### config.mk
export PLATFORM = sky130hd
export DESIGN_NAME = clipped_line_rasterizer
export DESIGN_NICKNAME = d
export VERILOG_FILES = /design/src/sv/clr_pkg.sv /design/src/sv/clipped_line_rasterizer.sv /design/src/sv/clr_front.sv /design/src/sv/clr_queue.sv /design/src/sv/clr_walker.sv
export VERILOG_INCLUDE_DIRS = /design/src /design/src/sv
export SDC_FILE = /design/constraint.sdc
export NUM_CORES = 1
export LEC_CHECK = 0
export CORE_UTILIZATION = 49
export DETAILED_ROUTE_END_ITERATION = 12
export DONT_BUFFER_PORTS = 1
export GPL_TIMING_DRIVEN = 0
export PLACE_DENSITY = 0.68
export SLEW_MARGIN = 20
export SYNTH_ARGS = -nofsm -noshare
export SYNTH_HDL_FRONTEND = slang
export SYNTH_SLANG_ARGS = --single-unit
### constraint.sdc
create_clock -name clock -period 5.5 [get_ports clock]
set_input_delay 0.275 -clock clock [delete_from_list [all_inputs] [get_ports clock]]
set_output_delay 0.275 -clock clock [all_outputs]
set_load 0.02 [all_outputs]
### src/sv/assert_macros.svh
// assertion macros shared by the line rasterizer modules
// expects signals named clock and reset in the module that uses them
`ifndef ASSERT_MACROS_SVH
`define ASSERT_MACROS_SVH

// same-cycle implication, checked at every rising edge outside reset
`define CLR_ASSERT_IMP(label, ante, cons, msg) \
   label: assert property (@(posedge clock) disable iff (reset) (ante) |-> (cons)) \
      else $error(msg);

// next-cycle implication
`define CLR_ASSERT_NEXT(label, ante, cons, msg) \
   label: assert property (@(posedge clock) disable iff (reset) (ante) |=> (cons)) \
      else $error(msg);

`endif

### src/sv/clr_pkg.sv
`timescale 1ns / 1ps
// shared types and constants for the clipped line rasterizer
// no dependencies
package clr_pkg;

   typedef logic signed [7:0] coord_type;

   // canvas size is limited to this many rows and columns
   localparam logic [5:0] MAX_DIM = 6'd63;
   // visible writes allowed per line, the end marker excluded
   localparam logic [5:0] MAX_VISIBLE = 6'd63;

   // configuration register indexes
   typedef enum logic [0:0] {
      CSR_CANVAS_WIDTH  = 1'b0,
      CSR_CANVAS_HEIGHT = 1'b1
   } csr_index_type;

   // classified line command as it sits in the queue
   typedef struct packed {
      coord_type   x0;
      coord_type   y0;
      coord_type   x1;
      coord_type   y1;
      logic [7:0]  dx;        // |x1 - x0|
      logic [7:0]  dy_mag;    // |y1 - y0|
      logic        x_dec;     // step x downward
      logic        y_dec;     // step y downward
      logic [7:0]  glyph;
      logic [23:0] fore;
      logic [23:0] back;
   } clr_cmd_type;

   // queue status seen by front and back
   typedef struct packed {
      logic full;
      logic not_empty;
   } clr_qstat_type;

   typedef enum logic [0:0] {
      ST_IDLE = 1'b0,
      ST_WALK = 1'b1
   } clr_state_type;

endpackage

### src/sv/clipped_line_rasterizer.sv
`timescale 1ns / 1ps
// Clipped line rasterizer. A line command (two signed 8-bit endpoints, a glyph
// and two packed colors) is taken on the req_ channel into a two-entry queue;
// the walker then traces the all-octant integer Bresenham line from start to
// end and returns one item on the rsp_ channel for each visited cell inside
// the canvas (columns 0 to canvas_width-1, rows 0 to canvas_height-1). The
// final visited point always yields an item with last_of_line set; if that
// point lies off the canvas, a marker with visible low and cell 0,0 is sent
// instead. The walker loads a line from the queue while idle and then does one
// Bresenham step per clock; rsp_stall holds the walk where it is while an item
// is pending. Up to two further commands are taken while a line is being
// walked. canvas_width and canvas_height are written through csr_ (index 0
// and 1), both reset to 32, and should only be changed while no line is in
// flight.
// depends on clr_pkg, clr_front, clr_queue, clr_walker
module clipped_line_rasterizer import clr_pkg::*; (
   input  logic        clock,
   input  logic        reset,
   // command channel
   input  logic        req_valid,
   output logic        req_stall,
   input  logic [7:0]  req_start_x,
   input  logic [7:0]  req_start_y,
   input  logic [7:0]  req_end_x,
   input  logic [7:0]  req_end_y,
   input  logic [7:0]  req_glyph,
   input  logic [23:0] req_fore_color,
   input  logic [23:0] req_back_color,
   // pixel write channel
   output logic        rsp_valid,
   input  logic        rsp_stall,
   output logic [5:0]  rsp_cell_x,
   output logic [5:0]  rsp_cell_y,
   output logic        rsp_visible,
   output logic [7:0]  rsp_cell_glyph,
   output logic [23:0] rsp_cell_fore,
   output logic [23:0] rsp_cell_back,
   output logic        rsp_last_of_line,
   // configuration writes
   input  logic        csr_write_enable,
   input  logic [0:0]  csr_index,
   input  logic [5:0]  csr_write_data
);

   // canvas size registers
   logic [5:0]    canvas_width_ff, canvas_width_in;
   logic [5:0]    canvas_height_ff, canvas_height_in;

   // front to queue to walker
   clr_qstat_type q_stat;
   clr_cmd_type   front_cmd;
   clr_cmd_type   q_data;
   logic          push;
   logic          pop;

   always_comb begin
      canvas_width_in  = canvas_width_ff;
      canvas_height_in = canvas_height_ff;
      if (csr_write_enable) begin
         case (csr_index_type'(csr_index))
            CSR_CANVAS_WIDTH:  canvas_width_in  = csr_write_data;
            CSR_CANVAS_HEIGHT: canvas_height_in = csr_write_data;
            default: begin
               canvas_width_in  = canvas_width_ff;
               canvas_height_in = canvas_height_ff;
            end
         endcase
      end
   end

   always_ff @(posedge clock) begin
      if (reset) begin
         canvas_width_ff  <= 6'd32;
         canvas_height_ff <= 6'd32;
      end else begin
         canvas_width_ff  <= canvas_width_in;
         canvas_height_ff <= canvas_height_in;
      end
   end

   // accept and classify: deltas and step directions worked out on entry
   clr_front u_front (
      .req_valid  (req_valid),
      .req_stall  (req_stall),
      .start_x    (coord_type'(req_start_x)),
      .start_y    (coord_type'(req_start_y)),
      .end_x      (coord_type'(req_end_x)),
      .end_y      (coord_type'(req_end_y)),
      .glyph      (req_glyph),
      .fore_color (req_fore_color),
      .back_color (req_back_color),
      .q_stat     (q_stat),
      .push       (push),
      .cmd        (front_cmd)
   );

   // two commands of slack so the front keeps taking items during a walk
   clr_queue u_queue (
      .clock   (clock),
      .reset   (reset),
      .push    (push),
      .wr_data (front_cmd),
      .pop     (pop),
      .rd_data (q_data),
      .q_stat  (q_stat)
   );

   // stepping engine with the registered output stage
   clr_walker u_walker (
      .clock         (clock),
      .reset         (reset),
      .canvas_width  (canvas_width_ff),
      .canvas_height (canvas_height_ff),
      .q_stat        (q_stat),
      .q_data        (q_data),
      .pop           (pop),
      .rsp_valid     (rsp_valid),
      .rsp_stall     (rsp_stall),
      .cell_x        (rsp_cell_x),
      .cell_y        (rsp_cell_y),
      .visible       (rsp_visible),
      .cell_glyph    (rsp_cell_glyph),
      .cell_fore     (rsp_cell_fore),
      .cell_back     (rsp_cell_back),
      .last_of_line  (rsp_last_of_line)
   );

endmodule

### src/sv/clr_front.sv
`timescale 1ns / 1ps
// front end: accepts line commands and classifies them (deltas, directions)
// depends on clr_pkg
module clr_front import clr_pkg::*; (
   input  logic          req_valid,
   output logic          req_stall,
   input  coord_type     start_x,
   input  coord_type     start_y,
   input  coord_type     end_x,
   input  coord_type     end_y,
   input  logic [7:0]    glyph,
   input  logic [23:0]   fore_color,
   input  logic [23:0]   back_color,
   input  clr_qstat_type q_stat,
   output logic          push,
   output clr_cmd_type   cmd
);

   logic signed [8:0] diff_x;
   logic signed [8:0] diff_y;
   logic [8:0]        abs_x;
   logic [8:0]        abs_y;

   assign req_stall = q_stat.full;
   assign push      = req_valid && !q_stat.full;

   always_comb begin
      diff_x = {end_x[7], end_x} - {start_x[7], start_x};
      diff_y = {end_y[7], end_y} - {start_y[7], start_y};
      abs_x  = diff_x[8] ? 9'(-diff_x) : 9'(diff_x);
      abs_y  = diff_y[8] ? 9'(-diff_y) : 9'(diff_y);

      cmd.x0     = start_x;
      cmd.y0     = start_y;
      cmd.x1     = end_x;
      cmd.y1     = end_y;
      cmd.dx     = abs_x[7:0];
      cmd.dy_mag = abs_y[7:0];
      cmd.x_dec  = !(start_x < end_x);
      cmd.y_dec  = !(start_y < end_y);
      cmd.glyph  = glyph;
      cmd.fore   = fore_color;
      cmd.back   = back_color;
   end

endmodule

### src/sv/clr_queue.sv
`timescale 1ns / 1ps
// two-entry command queue between the front end and the line walker
// depends on clr_pkg and assert_macros.svh
`include "assert_macros.svh"
module clr_queue import clr_pkg::*; (
   input  logic          clock,
   input  logic          reset,
   input  logic          push,
   input  clr_cmd_type   wr_data,
   input  logic          pop,
   output clr_cmd_type   rd_data,
   output clr_qstat_type q_stat
);

   clr_cmd_type mem [2];
   logic        wr_ptr_ff, wr_ptr_in;
   logic        rd_ptr_ff, rd_ptr_in;
   logic [1:0]  count_ff, count_in;

   always_comb begin
      q_stat.full      = (count_ff == 2'd2);
      q_stat.not_empty = (count_ff != 2'd0);
      rd_data          = mem[rd_ptr_ff];
      wr_ptr_in        = push ? !wr_ptr_ff : wr_ptr_ff;
      rd_ptr_in        = pop ? !rd_ptr_ff : rd_ptr_ff;
      count_in         = count_ff + 2'(push) - 2'(pop);
   end

   always_ff @(posedge clock) begin
      if (reset) begin
         wr_ptr_ff <= 1'b0;
         rd_ptr_ff <= 1'b0;
         count_ff  <= 2'd0;
      end else begin
         wr_ptr_ff <= wr_ptr_in;
         rd_ptr_ff <= rd_ptr_in;
         count_ff  <= count_in;
      end
   end

   always_ff @(posedge clock) begin
      if (push) begin
         mem[wr_ptr_ff] <= wr_data;
      end
   end

   `CLR_ASSERT_IMP(a_ptrs_meet, (count_ff == 2'd0 || count_ff == 2'd2), (wr_ptr_ff == rd_ptr_ff), "queue pointers disagree with empty or full count")
   `CLR_ASSERT_IMP(a_ptrs_apart, (count_ff == 2'd1), (wr_ptr_ff != rd_ptr_ff), "queue pointers disagree with single entry count")

endmodule

### src/sv/clr_walker.sv
`timescale 1ns / 1ps
// back end: walks a line a step per unstalled cycle, registers pixel writes
// depends on clr_pkg and assert_macros.svh
`include "assert_macros.svh"
module clr_walker import clr_pkg::*; (
   input  logic          clock,
   input  logic          reset,
   input  logic [5:0]    canvas_width,
   input  logic [5:0]    canvas_height,
   input  clr_qstat_type q_stat,
   input  clr_cmd_type   q_data,
   output logic          pop,
   output logic          rsp_valid,
   input  logic          rsp_stall,
   output logic [5:0]    cell_x,
   output logic [5:0]    cell_y,
   output logic          visible,
   output logic [7:0]    cell_glyph,
   output logic [23:0]   cell_fore,
   output logic [23:0]   cell_back,
   output logic          last_of_line
);

   clr_state_type      state_ff, state_in;
   clr_cmd_type        cmd_ff;
   coord_type          cx_ff, cx_in;
   coord_type          cy_ff, cy_in;
   logic signed [10:0] err_ff, err_in, err_init;
   logic [5:0]         count_ff, count_in;

   logic               rsp_valid_ff, rsp_valid_in;
   logic [5:0]         rsp_x_ff, rsp_y_ff;
   logic               rsp_vis_ff, rsp_last_ff;
   logic [7:0]         rsp_glyph_ff;
   logic [23:0]        rsp_fore_ff, rsp_back_ff;

   logic               advance;
   logic [5:0]         w_eff, h_eff;
   logic signed [11:0] e2, dx12, neg_dy12;
   logic               step_x, step_y, at_end, term, vis, emit_vis, emit;

   // next state
   always_comb begin
      state_in = state_ff;
      case (state_ff)
         ST_IDLE: begin
            if (q_stat.not_empty) state_in = ST_WALK;
         end
         ST_WALK: begin
            if (advance && term) state_in = ST_IDLE;
         end
         default: state_in = ST_IDLE;
      endcase
   end

   // state outputs
   always_comb begin
      pop     = 1'b0;
      advance = 1'b0;
      case (state_ff)
         ST_IDLE: pop = q_stat.not_empty;
         ST_WALK: advance = !rsp_valid_ff || !rsp_stall;
         default: begin
            pop     = 1'b0;
            advance = 1'b0;
         end
      endcase
   end

   // one bresenham step with its early exits
   always_comb begin
      w_eff    = (canvas_width > MAX_DIM) ? MAX_DIM : canvas_width;
      h_eff    = (canvas_height > MAX_DIM) ? MAX_DIM : canvas_height;
      err_init = $signed({3'b000, q_data.dx}) - $signed({3'b000, q_data.dy_mag});

      e2       = {err_ff, 1'b0};
      dx12     = $signed({4'b0000, cmd_ff.dx});
      neg_dy12 = -$signed({4'b0000, cmd_ff.dy_mag});
      step_x   = (e2 >= neg_dy12);
      step_y   = (e2 <= dx12);
      at_end   = (cx_ff == cmd_ff.x1) && (cy_ff == cmd_ff.y1);
      term     = at_end || (step_x && cx_ff == cmd_ff.x1) || (step_y && cy_ff == cmd_ff.y1);

      vis      = !cx_ff[7] && !cy_ff[7] &&
                 (cx_ff[6:0] < {1'b0, w_eff}) &&
                 (cy_ff[6:0] < {1'b0, h_eff});
      emit_vis = vis && (count_ff != MAX_VISIBLE);
      emit     = advance && (emit_vis || term);

      cx_in    = cx_ff;
      cy_in    = cy_ff;
      err_in   = err_ff;
      count_in = count_ff;
      if (pop) begin
         cx_in    = q_data.x0;
         cy_in    = q_data.y0;
         err_in   = err_init;
         count_in = 6'd0;
      end else if (advance) begin
         if (step_x) begin
            cx_in  = cx_ff + (cmd_ff.x_dec ? 8'hFF : 8'h01);
            err_in = err_in - $signed({3'b000, cmd_ff.dy_mag});
         end
         if (step_y) begin
            cy_in  = cy_ff + (cmd_ff.y_dec ? 8'hFF : 8'h01);
            err_in = err_in + $signed({3'b000, cmd_ff.dx});
         end
         if (emit_vis) count_in = count_ff + 6'd1;
      end

      rsp_valid_in = emit || (rsp_valid_ff && rsp_stall);
   end

   always_ff @(posedge clock) begin
      if (reset) begin
         state_ff     <= ST_IDLE;
         rsp_valid_ff <= 1'b0;
         cx_ff        <= '0;
         cy_ff        <= '0;
         err_ff       <= '0;
         count_ff     <= '0;
      end else begin
         state_ff     <= state_in;
         rsp_valid_ff <= rsp_valid_in;
         cx_ff        <= cx_in;
         cy_ff        <= cy_in;
         err_ff       <= err_in;
         count_ff     <= count_in;
      end
   end

   always_ff @(posedge clock) begin
      if (pop) begin
         cmd_ff <= q_data;
      end
      if (emit) begin
         rsp_x_ff     <= emit_vis ? cx_ff[5:0] : 6'd0;
         rsp_y_ff     <= emit_vis ? cy_ff[5:0] : 6'd0;
         rsp_vis_ff   <= emit_vis;
         rsp_last_ff  <= term;
         rsp_glyph_ff <= cmd_ff.glyph;
         rsp_fore_ff  <= cmd_ff.fore;
         rsp_back_ff  <= cmd_ff.back;
      end
   end

   assign rsp_valid    = rsp_valid_ff;
   assign cell_x       = rsp_x_ff;
   assign cell_y       = rsp_y_ff;
   assign visible      = rsp_vis_ff;
   assign cell_glyph   = rsp_glyph_ff;
   assign cell_fore    = rsp_fore_ff;
   assign cell_back    = rsp_back_ff;
   assign last_of_line = rsp_last_ff;

   `CLR_ASSERT_IMP(a_marker_form, (rsp_valid_ff && !rsp_vis_ff), (rsp_last_ff && rsp_x_ff == 6'd0 && rsp_y_ff == 6'd0), "clipped marker must be last and at the origin")
   `CLR_ASSERT_IMP(a_idle_last, (state_ff == ST_IDLE && rsp_valid_ff), rsp_last_ff, "pending item while idle is not the end of a line")
   `CLR_ASSERT_NEXT(a_end_emits, (state_ff == ST_WALK && advance && term), (rsp_valid_ff && rsp_last_ff), "line ended without a final item")

endmodule

==> results of run 1 <==
[power groups by stage]
stage                     combinational (µW)  clock, µW  sequential, µW
final                                   4130       2800            5090
after global routing                    4610       2970            5160
after CTS                               4120       2840            5080
after detailed placement                4020          0            5140
after global placement                  3800          0            5240
after floorplan                         3040          0            5040
[worst max-delay path, cell delays in order (launching register included)]
cell,delay (ns)
edfxtp_1,0.51
nor3_4,0.27
nand2_1,0.14
nor3_1,0.17
ha_1,0.28
a21o_1,0.21
a2111oi_4,0.37
o22ai_2,0.20
or2_4,0.30
buf_4,0.17
nor2_1,0.09
a21oi_1,0.07
ha_1,0.22
fa_1,0.40
a21o_1,0.21
and4_1,0.21
o21ai_0,0.25
a21oi_1,0.15
a311oi_1,0.35
or3_1,0.15
o21ai_0,0.07
nor3_1,0.17
[logic make-up (layout without fill, tap and decap cells)]
group	after synthesis	in the layout	share of synthesized area
AOI/OAI and AO/OA	207	207	0.0751
and+or+nand+nor	258	258	0.0688
DFF	424	424	0.659
adders and majority gates	96	96	0.0677
buffers and inverters	111	297	0.0232
xor gates and xnor gates	74	74	0.0350
muxes	120	120	0.0709
[synthesized netlist by cell type (3+ instances only)]
cell / number / area [µm²]
and2_1: 14 / 87.6
o21ai_1: 3 / 15.0
nor2_1: 81 / 304
nor2b_1: 15 / 93.8
o21bai_1: 3 / 22.5
fa_1: 7 / 140
inv_1: 80 / 300
nand2_1: 51 / 191
xnor2_1: 55 / 482
o31a_1: 4 / 35.0
nand4_1: 9 / 56.3
o211ai_1: 5 / 37.5
or3_1: 10 / 62.6
clkbuf_1: 15 / 56.3
o22ai_1: 3 / 18.8
mux2i_1: 33 / 330
nor3b_1: 3 / 22.5
ha_1: 89 / 1110
nand3_1: 13 / 65.1
or2_2: 4 / 25.0
o21a_1: 12 / 90.1
a21o_1: 13 / 97.6
edfxtp_1: 372 / 11200
buf_2: 4 / 20.0
mux2_2: 86 / 968
nor3_1: 26 / 130
and4_1: 3 / 26.3
a2111oi_4: 3 / 82.6
a31oi_1: 6 / 37.5
buf_1: 10 / 37.5
nor4_1: 7 / 43.8
a211oi_1: 25 / 188
o31ai_1: 5 / 37.5
and3_1: 5 / 31.3
o21ai_0: 47 / 235
a21oi_1: 55 / 275
dfxtp_1: 52 / 1040
xor2_1: 19 / 166
nand2b_1: 12 / 75.1
[routing by layer]
metal	wire, µm	track usage	vias up
met1	16800	0.270	5204
li1	-	-	5123
met2	18100	0.324	310
met3	2770	0.0510	68
met4	859	0.0590	0
met5	0	0	-
[what timing repair did]
action / in CTS / in global routing
setup endpoints to repair: 0 / 2
hold endpoints to repair: 190 / 0
hold buffers: 99 / 0
resized for setup: 0 / 2
[metrics by stage]
step / cells / area [µm²] / setup slack, ns / power (µW)
2_1_floorplan: 1290 / 18500 / 0.749 / 8080
3_3_place_gp: 1794 / 19200 / -1.41 / 9040
3_5_place_dp: 1804 / 19400 / 0.312 / 9160
4_1_cts: 1980 / 21800 / 0.259 / 12000
5_1_grt: 1980 / 21800 / 0.0193 / 12700
6_report: 1980 / 21800 / 0.457 / 12000
[area by class of cell]
cell class	instances	area, µm²	area share
clock buffer	50	1120	0.0516
timing repair buffer	109	1240	0.0568
inverter	80	300	0.0138
multi-input combinational	755	5910	0.272
sequential	424	12200	0.561
tap	504	631	0.0290
clock inverter	27	229	0.0105
buffer	31	133	0.00609
[registers in the layout (all words and copies together), names as in the netlist, named ones only]
register               flops
canvas_height_ff           6
canvas_width_ff            6
u_queue.count_ff           2
u_queue.mem              212
u_queue.rd_ptr_ff          1
u_queue.wr_ptr_ff          1
u_walker.cell_back        24
u_walker.cell_fore        24
u_walker.cell_glyph        8
u_walker.cell_x            6
u_walker.cell_y            6
u_walker.cmd_ff           90
u_walker.count_ff          6
u_walker.cx_ff             8
u_walker.cy_ff             8
u_walker.err_ff           11
u_walker.last_of_line      1
u_walker.rsp_valid         1
u_walker.state_ff          1
u_walker.visible           1
[worst max path at each step]
stage	end	cells past startpoint
final	u_walker.err_ff[10]	21
after detailed placement	u_walker.err_ff[10]	21
after CTS	u_walker.err_ff[10]	21
after floorplan	u_queue.count_ff[0]	9
after global placement	u_queue.count_ff[0]	9
after global routing	u_walker.err_ff[10]	21
==> impl_metrics.csv, run 1 <==
group,metric,value,unit
sta,finalHoldViolations,0,
sta,max_freq,198,MHz
clock_network,clock_latency,0.55,ns
critical_path,cp-startpoint,"u_walker.cmd_ff[58]",
die,die_area,38600,µm²
run,drv_cap,0,
pwr,power_frac_comb,0.344,
die,die_w,196,µm
synthesis,async_flop_share,0,
route,dr_total_vias,10700,
worst_hold_path,hp-start,"csr_write_enable",
sta,finalClockSkew,0.0145,ns
clock_network,numCtsBuffers,42,
sta,setup_tns,0,ns
pwr,p_seq_frac,0.423,
cells_and_area,num-nets-final,1639,
sta,rsz0062_at_grt,"false",
critical_path,cp_max_fo,10,
pwr,cell_internal_pwr,7900,µW
worst_hold_path,hold_path_depth,3,
sta,setup_viol,0,
worst_hold_path,holdCritPathClass,"in -> reg",
clock_network,clk_pin_slew,0.06,ns
pwr,p_switching,4120,µW
critical_path,setup.worst_path.start_class,"register",
die,die_h,196,µm
synthesis,netlist_area,18500,µm²
clock_network,htree_levels,2,
synthesis,syn-instance-count,1290,
clock_network,clk_path_buf_depth,3,
synthesis,synth_cell_types,63,
pwr,switching_share,0.343,
die,fp-row-count,70,
critical_path,required,5.96,ns
clock_network,cts_sinks,424,
synthesis,synth_edf_count,372,
synthesis,synth.net_count,1486,
global_route,grt_pass1_vias,10900,
cells_and_area,num_antenna_cells,0,
critical_path,r2r-end,"u_walker.err_ff[10]",
cells_and_area,nFillCells,2810,
route,vias_per_cell,5.41,
critical_path,crit_arrival,5.50,ns
route,antenna_left,0,
sta,fin_crit_sh,0.917,
global_route,grt_antenna_before_repair,0,
sta,whs,0.0468,ns
cells_and_area,area_growth,17.6,%
sta,period_minus_slack,5.04,ns
sta,drv_slew,0,
clock_network,cts_tree,"done",
route,wl,38500,µm
synthesis,ys_ff_latch,424,
worst_hold_path,hold_path_end,"canvas_height_ff[4]",
synthesis,yosysSeqAreaShare,0.659,
route,firstDrtPassIters,5,
pwr,leakagePower,0.00784,µW
die,num_io_pins,172,
place,io_buffers,0,
place,dp_hpwl,26400,µm
route,post_drt_wl_per_cell,19.4,µm
cells_and_area,layout_commonest_cell,"edfxtp_1",
synthesis,syn_avg_cell_area,14.4,µm²
sta,slew-limit-headroom,0.437,
critical_path,worstSetupEndpointType,"register",
synthesis,yosys_warnings,0,
cells_and_area,final_cell_mix,"372 x edfxtp_1, 99 x dlygate4sd3_1, 89 x ha_1",
global_route,grt_pass1_wl,59600,µm
clock_network,cts_root_buf,"clkbuf_16",
pwr,clkPwrFrac,0.233,
die,core,36900,µm²
global_route,gr-total-overflow,0,
sta,worst_pin_slew,0.844,ns
pwr,p_per_area,552,nW/µm²
critical_path,worstSetupPathType,"reg -> reg",
place,gp_congestion,0.874,
critical_path,reg2reg_depth,21,
clock_network,post_cts_buffers,0,
global_route,track_usage,0.201,
synthesis,synth_top_flop_cell,"edfxtp_1",
cells_and_area,drive_gt1_frac,0.127,
cells_and_area,utilization,0.591,
critical_path,reg2reg_from,"u_walker.cmd_ff[58]",
route,drc,0,
outcome,status,"finished, final reports clean",
critical_path,reg2reg_slack,0.46,ns
global_route,grt_max_degree,52,
route,drt_iter0_drc,750,
die,start_util,0.502,
pwr,vdd_drop_max,0.344,mV
(Power assumes the default switching activity.)
==> run 2: changes to the inputs <==
--- a/config.mk
+++ b/config.mk
@@ -6,11 +6,13 @@
 export SDC_FILE = /design/constraint.sdc
 export NUM_CORES = 1
 export LEC_CHECK = 0
-export CORE_UTILIZATION = 49
+export CELL_PAD_IN_SITES_DETAIL_PLACEMENT = 1
+export CELL_PAD_IN_SITES_GLOBAL_PLACEMENT = 1
+export CORE_UTILIZATION = 38
 export DETAILED_ROUTE_END_ITERATION = 12
 export DONT_BUFFER_PORTS = 1
 export GPL_TIMING_DRIVEN = 0
-export PLACE_DENSITY = 0.68
+export PLACE_DENSITY = 0.64
 export SLEW_MARGIN = 20
 export SYNTH_ARGS = -nofsm -noshare
 export SYNTH_HDL_FRONTEND = slang
==> run 2 against run 1 <==
Against the previous run: clock-buffer cell count increased by 5; largest cell class unchanged; non-clock buffer count increased by 4; critical endpoint unchanged; setup slack improved by 0.066 ns; sequential share of layout area decreased by 0.58 points; sequential power about the same.
==> impl_metrics.csv, run 2 (same netlist as run 1, synthesis figures left out) <==
group,metric,value,unit
critical_path,cp_num_buf_inv,1,
cells_and_area,final_cell_mix,"372 x edfxtp_1, 102 x dlygate4sd3_1, 89 x ha_1",
route,drt_iter0_drc,473,
pwr,leakagePower,0.00788,µW
sta,drv_slew,0,
critical_path,r2r-end,"u_walker.err_ff[10]",
cells_and_area,area_growth,18.8,%
clock_network,cts_sinks,424,
route,met2WireLength,21600,µm
sta,finalClockSkew,0.0298,ns
clock_network,htree_levels,2,
critical_path,crit_arrival,5.41,ns
critical_path,slowest_delay,0.46,ns
pwr,p_per_area,557,nW/µm²
worst_hold_path,hold_path_end,"u_queue.wr_ptr_ff",
die,num_io_pins,172,
critical_path,path_cells,"nor3_2 > nand2_1 > nor3_1 > ha_1 > a21o_1 > a2111oi_4 > o22ai_2 > or2_4 > buf_4 > nor2_1 > a21oi_1 > ha_1 > fa_1 > a21o_1 > and4_1 > o21ai_1 > a21oi_1 > a311oi_1 > a31oi_1 > o21ai_0 > nor3_1",
die,die_w,223,µm
route,drc,0,
clock_network,clk_path_buf_depth,3,
cells_and_area,final_cell_area,22000,µm²
clock_network,cts_root_buf,"clkbuf_16",
sta,fin_ws,0.523,ns
sta,finalHoldViolations,0,
route,wl,44300,µm
route,met1_length,19500,µm
critical_path,reg2reg_from,"u_walker.cmd_ff[58]",
die,fp-row-count,80,
critical_path,cp_top_family,"compound AO/OA/AOI/OAI gates",
cells_and_area,utilization,0.459,
critical_path,crit_path_top_delay_cell,"edfxtp_1",
route,antenna_left,0,
sta,setup_viol,0,
critical_path,worstSetupPathType,"reg -> reg",
die,die_h,223,µm
global_route,gr-total-overflow,0,
route,top_layer_used,"met4",
place,place_ws,0.244,ns
sta,fin_crit_sh,0.905,
clock_network,clk_pin_slew,0.06,ns
critical_path,setup.worst_path.start_class,"register",
pwr,vdd_drop_max,0.346,mV
critical_path,reg2reg_slack,0.52,ns
die,die_area,49600,µm²
cells_and_area,reg.largest.list,"u_queue.mem (212), u_walker.cmd_ff (90)",
place,gp_congestion,0.799,
cells_and_area,nFillCells,4803,
clock_network,clock_latency,0.59,ns
global_route,grt_pass1_wl,68400,µm
cells_and_area,layout_commonest_cell,"edfxtp_1",
critical_path,worstSetupEndpointType,"register",
sta,period_minus_slack,4.98,ns
sta,slew-limit-headroom,0.345,
route,post_drt_wl_per_cell,21.1,µm
place,dp_hpwl,31400,µm
place,io_buffers,0,
die,start_util,0.386,
cells_and_area,num_antenna_cells,0,
sta,max_freq,201,MHz
worst_hold_path,hold_path_depth,3,
clock_network,cts_tree,"done",
cells_and_area,largest_reg_flops,212,
sta,worst_pin_slew,0.983,ns
critical_path,reg2reg_depth,21,
cells_and_area,regMostFlops,"u_queue.mem",
cells_and_area,num-nets-final,1645,
sta,rsz0062_at_grt,"false",
global_route,grt_max_degree,51,
critical_path,required,5.93,ns
global_route,grt_antenna_before_repair,0,
die,core,47900,µm²
critical_path,cp_max_fo,10,
cells_and_area,drive_gt1_frac,0.127,
route,dr_total_vias,10800,
worst_hold_path,hp-start,"req_valid",
route,vias_per_cell,5.13,
clock_network,numCtsBuffers,44,
outcome,status,"finished, final reports clean",
global_route,grt_pass1_vias,11700,
place,dpl-instance-area,19600,µm²
run,drv_cap,0,
worst_hold_path,holdCritPathClass,"in -> reg",
route,route.met3.wl,2350,µm
route,firstDrtPassIters,4,
global_route,track_usage,0.182,
[run 2: cell count changes in the layout (fill, tap and decap cells not counted), sizes merged]
cell | before | now
bufinv | 3 | 2
buf | 26 | 27
dlygate4sd3 | 99 | 102
clkbuf | 65 | 70
inv | 83 | 82
clkinvlp | 3 | 2
[run 2: worst min-delay path, delay by kind of cell]
family        cells  cell delay (ns)
simple gates      2             0.23
xor+xnor          1             0.09
[run 2: layout make-up]
type	instances	area, µm²	share of cell area
Clock buffer	55	1160	0.0529
Buffer	31	133	0.00603
Inverter	80	300	0.0136
Clock inverter	24	228	0.0103
Multi-Input combinational cell	755	5910	0.268
Timing Repair Buffer	113	1290	0.0588
Tap cell	615	769	0.0350
Sequential cell	424	12200	0.555
[run 2: how the worst max path moves through the flow]
stage | end | startpoint | cells after the start | slack, ns
after floorplan | u_queue.count_ff[0] | u_queue.count_ff[1] | 9 | 0.75
after global placement | u_queue.count_ff[0] | u_queue.count_ff[1] | 9 | -1.60
after global routing | u_walker.err_ff[10] | u_walker.cmd_ff[58] | 21 | 0.08
after CTS | u_walker.err_ff[10] | u_walker.cmd_ff[58] | 21 | 0.21
after detailed placement | u_walker.err_ff[10] | u_walker.cmd_ff[58] | 21 | 0.24
final | u_walker.err_ff[10] | u_walker.cmd_ff[58] | 21 | 0.52
[run 2: timing repair]
action / CTS / global route
endpoints found under the setup margin: 0 / 3
resized for setup: 0 / 2
hold endpoints to repair: 190 / 0
hold buffers: 102 / 0
buffers inserted: 0 / 0
[run 2: power by group]
part / leakage (µW) / switching, µW / internal, µW
Combinational: 0.00331 / 2490 / 1770
Sequential: 0.00390 / 577 / 4550
Clock: 0.000670 / 1260 / 1610
[run 2: stage by stage]
stage               hold WS, ns  cells  power (µW)  setup TNS, ns
finish                   0.0709   2097       12200              0
global route              0.104   2097       13000              0
global placement          0.374   1905        9200        -122.11
floorplan                 0.374   1290        8080              0
CTS                      0.0414   2097       12400              0
detailed placement        0.374   1916        9380              0
[run 2: per-layer routing]
| metal | global-route usage | vias up |
|---|---|---|
| li1 | - | 5122 |
| met1 | 0.231 | 5362 |
| met2 | 0.306 | 207 |
| met3 | 0.0454 | 66 |
| met4 | 0.0512 | 0 |
| met5 | 0 | - |
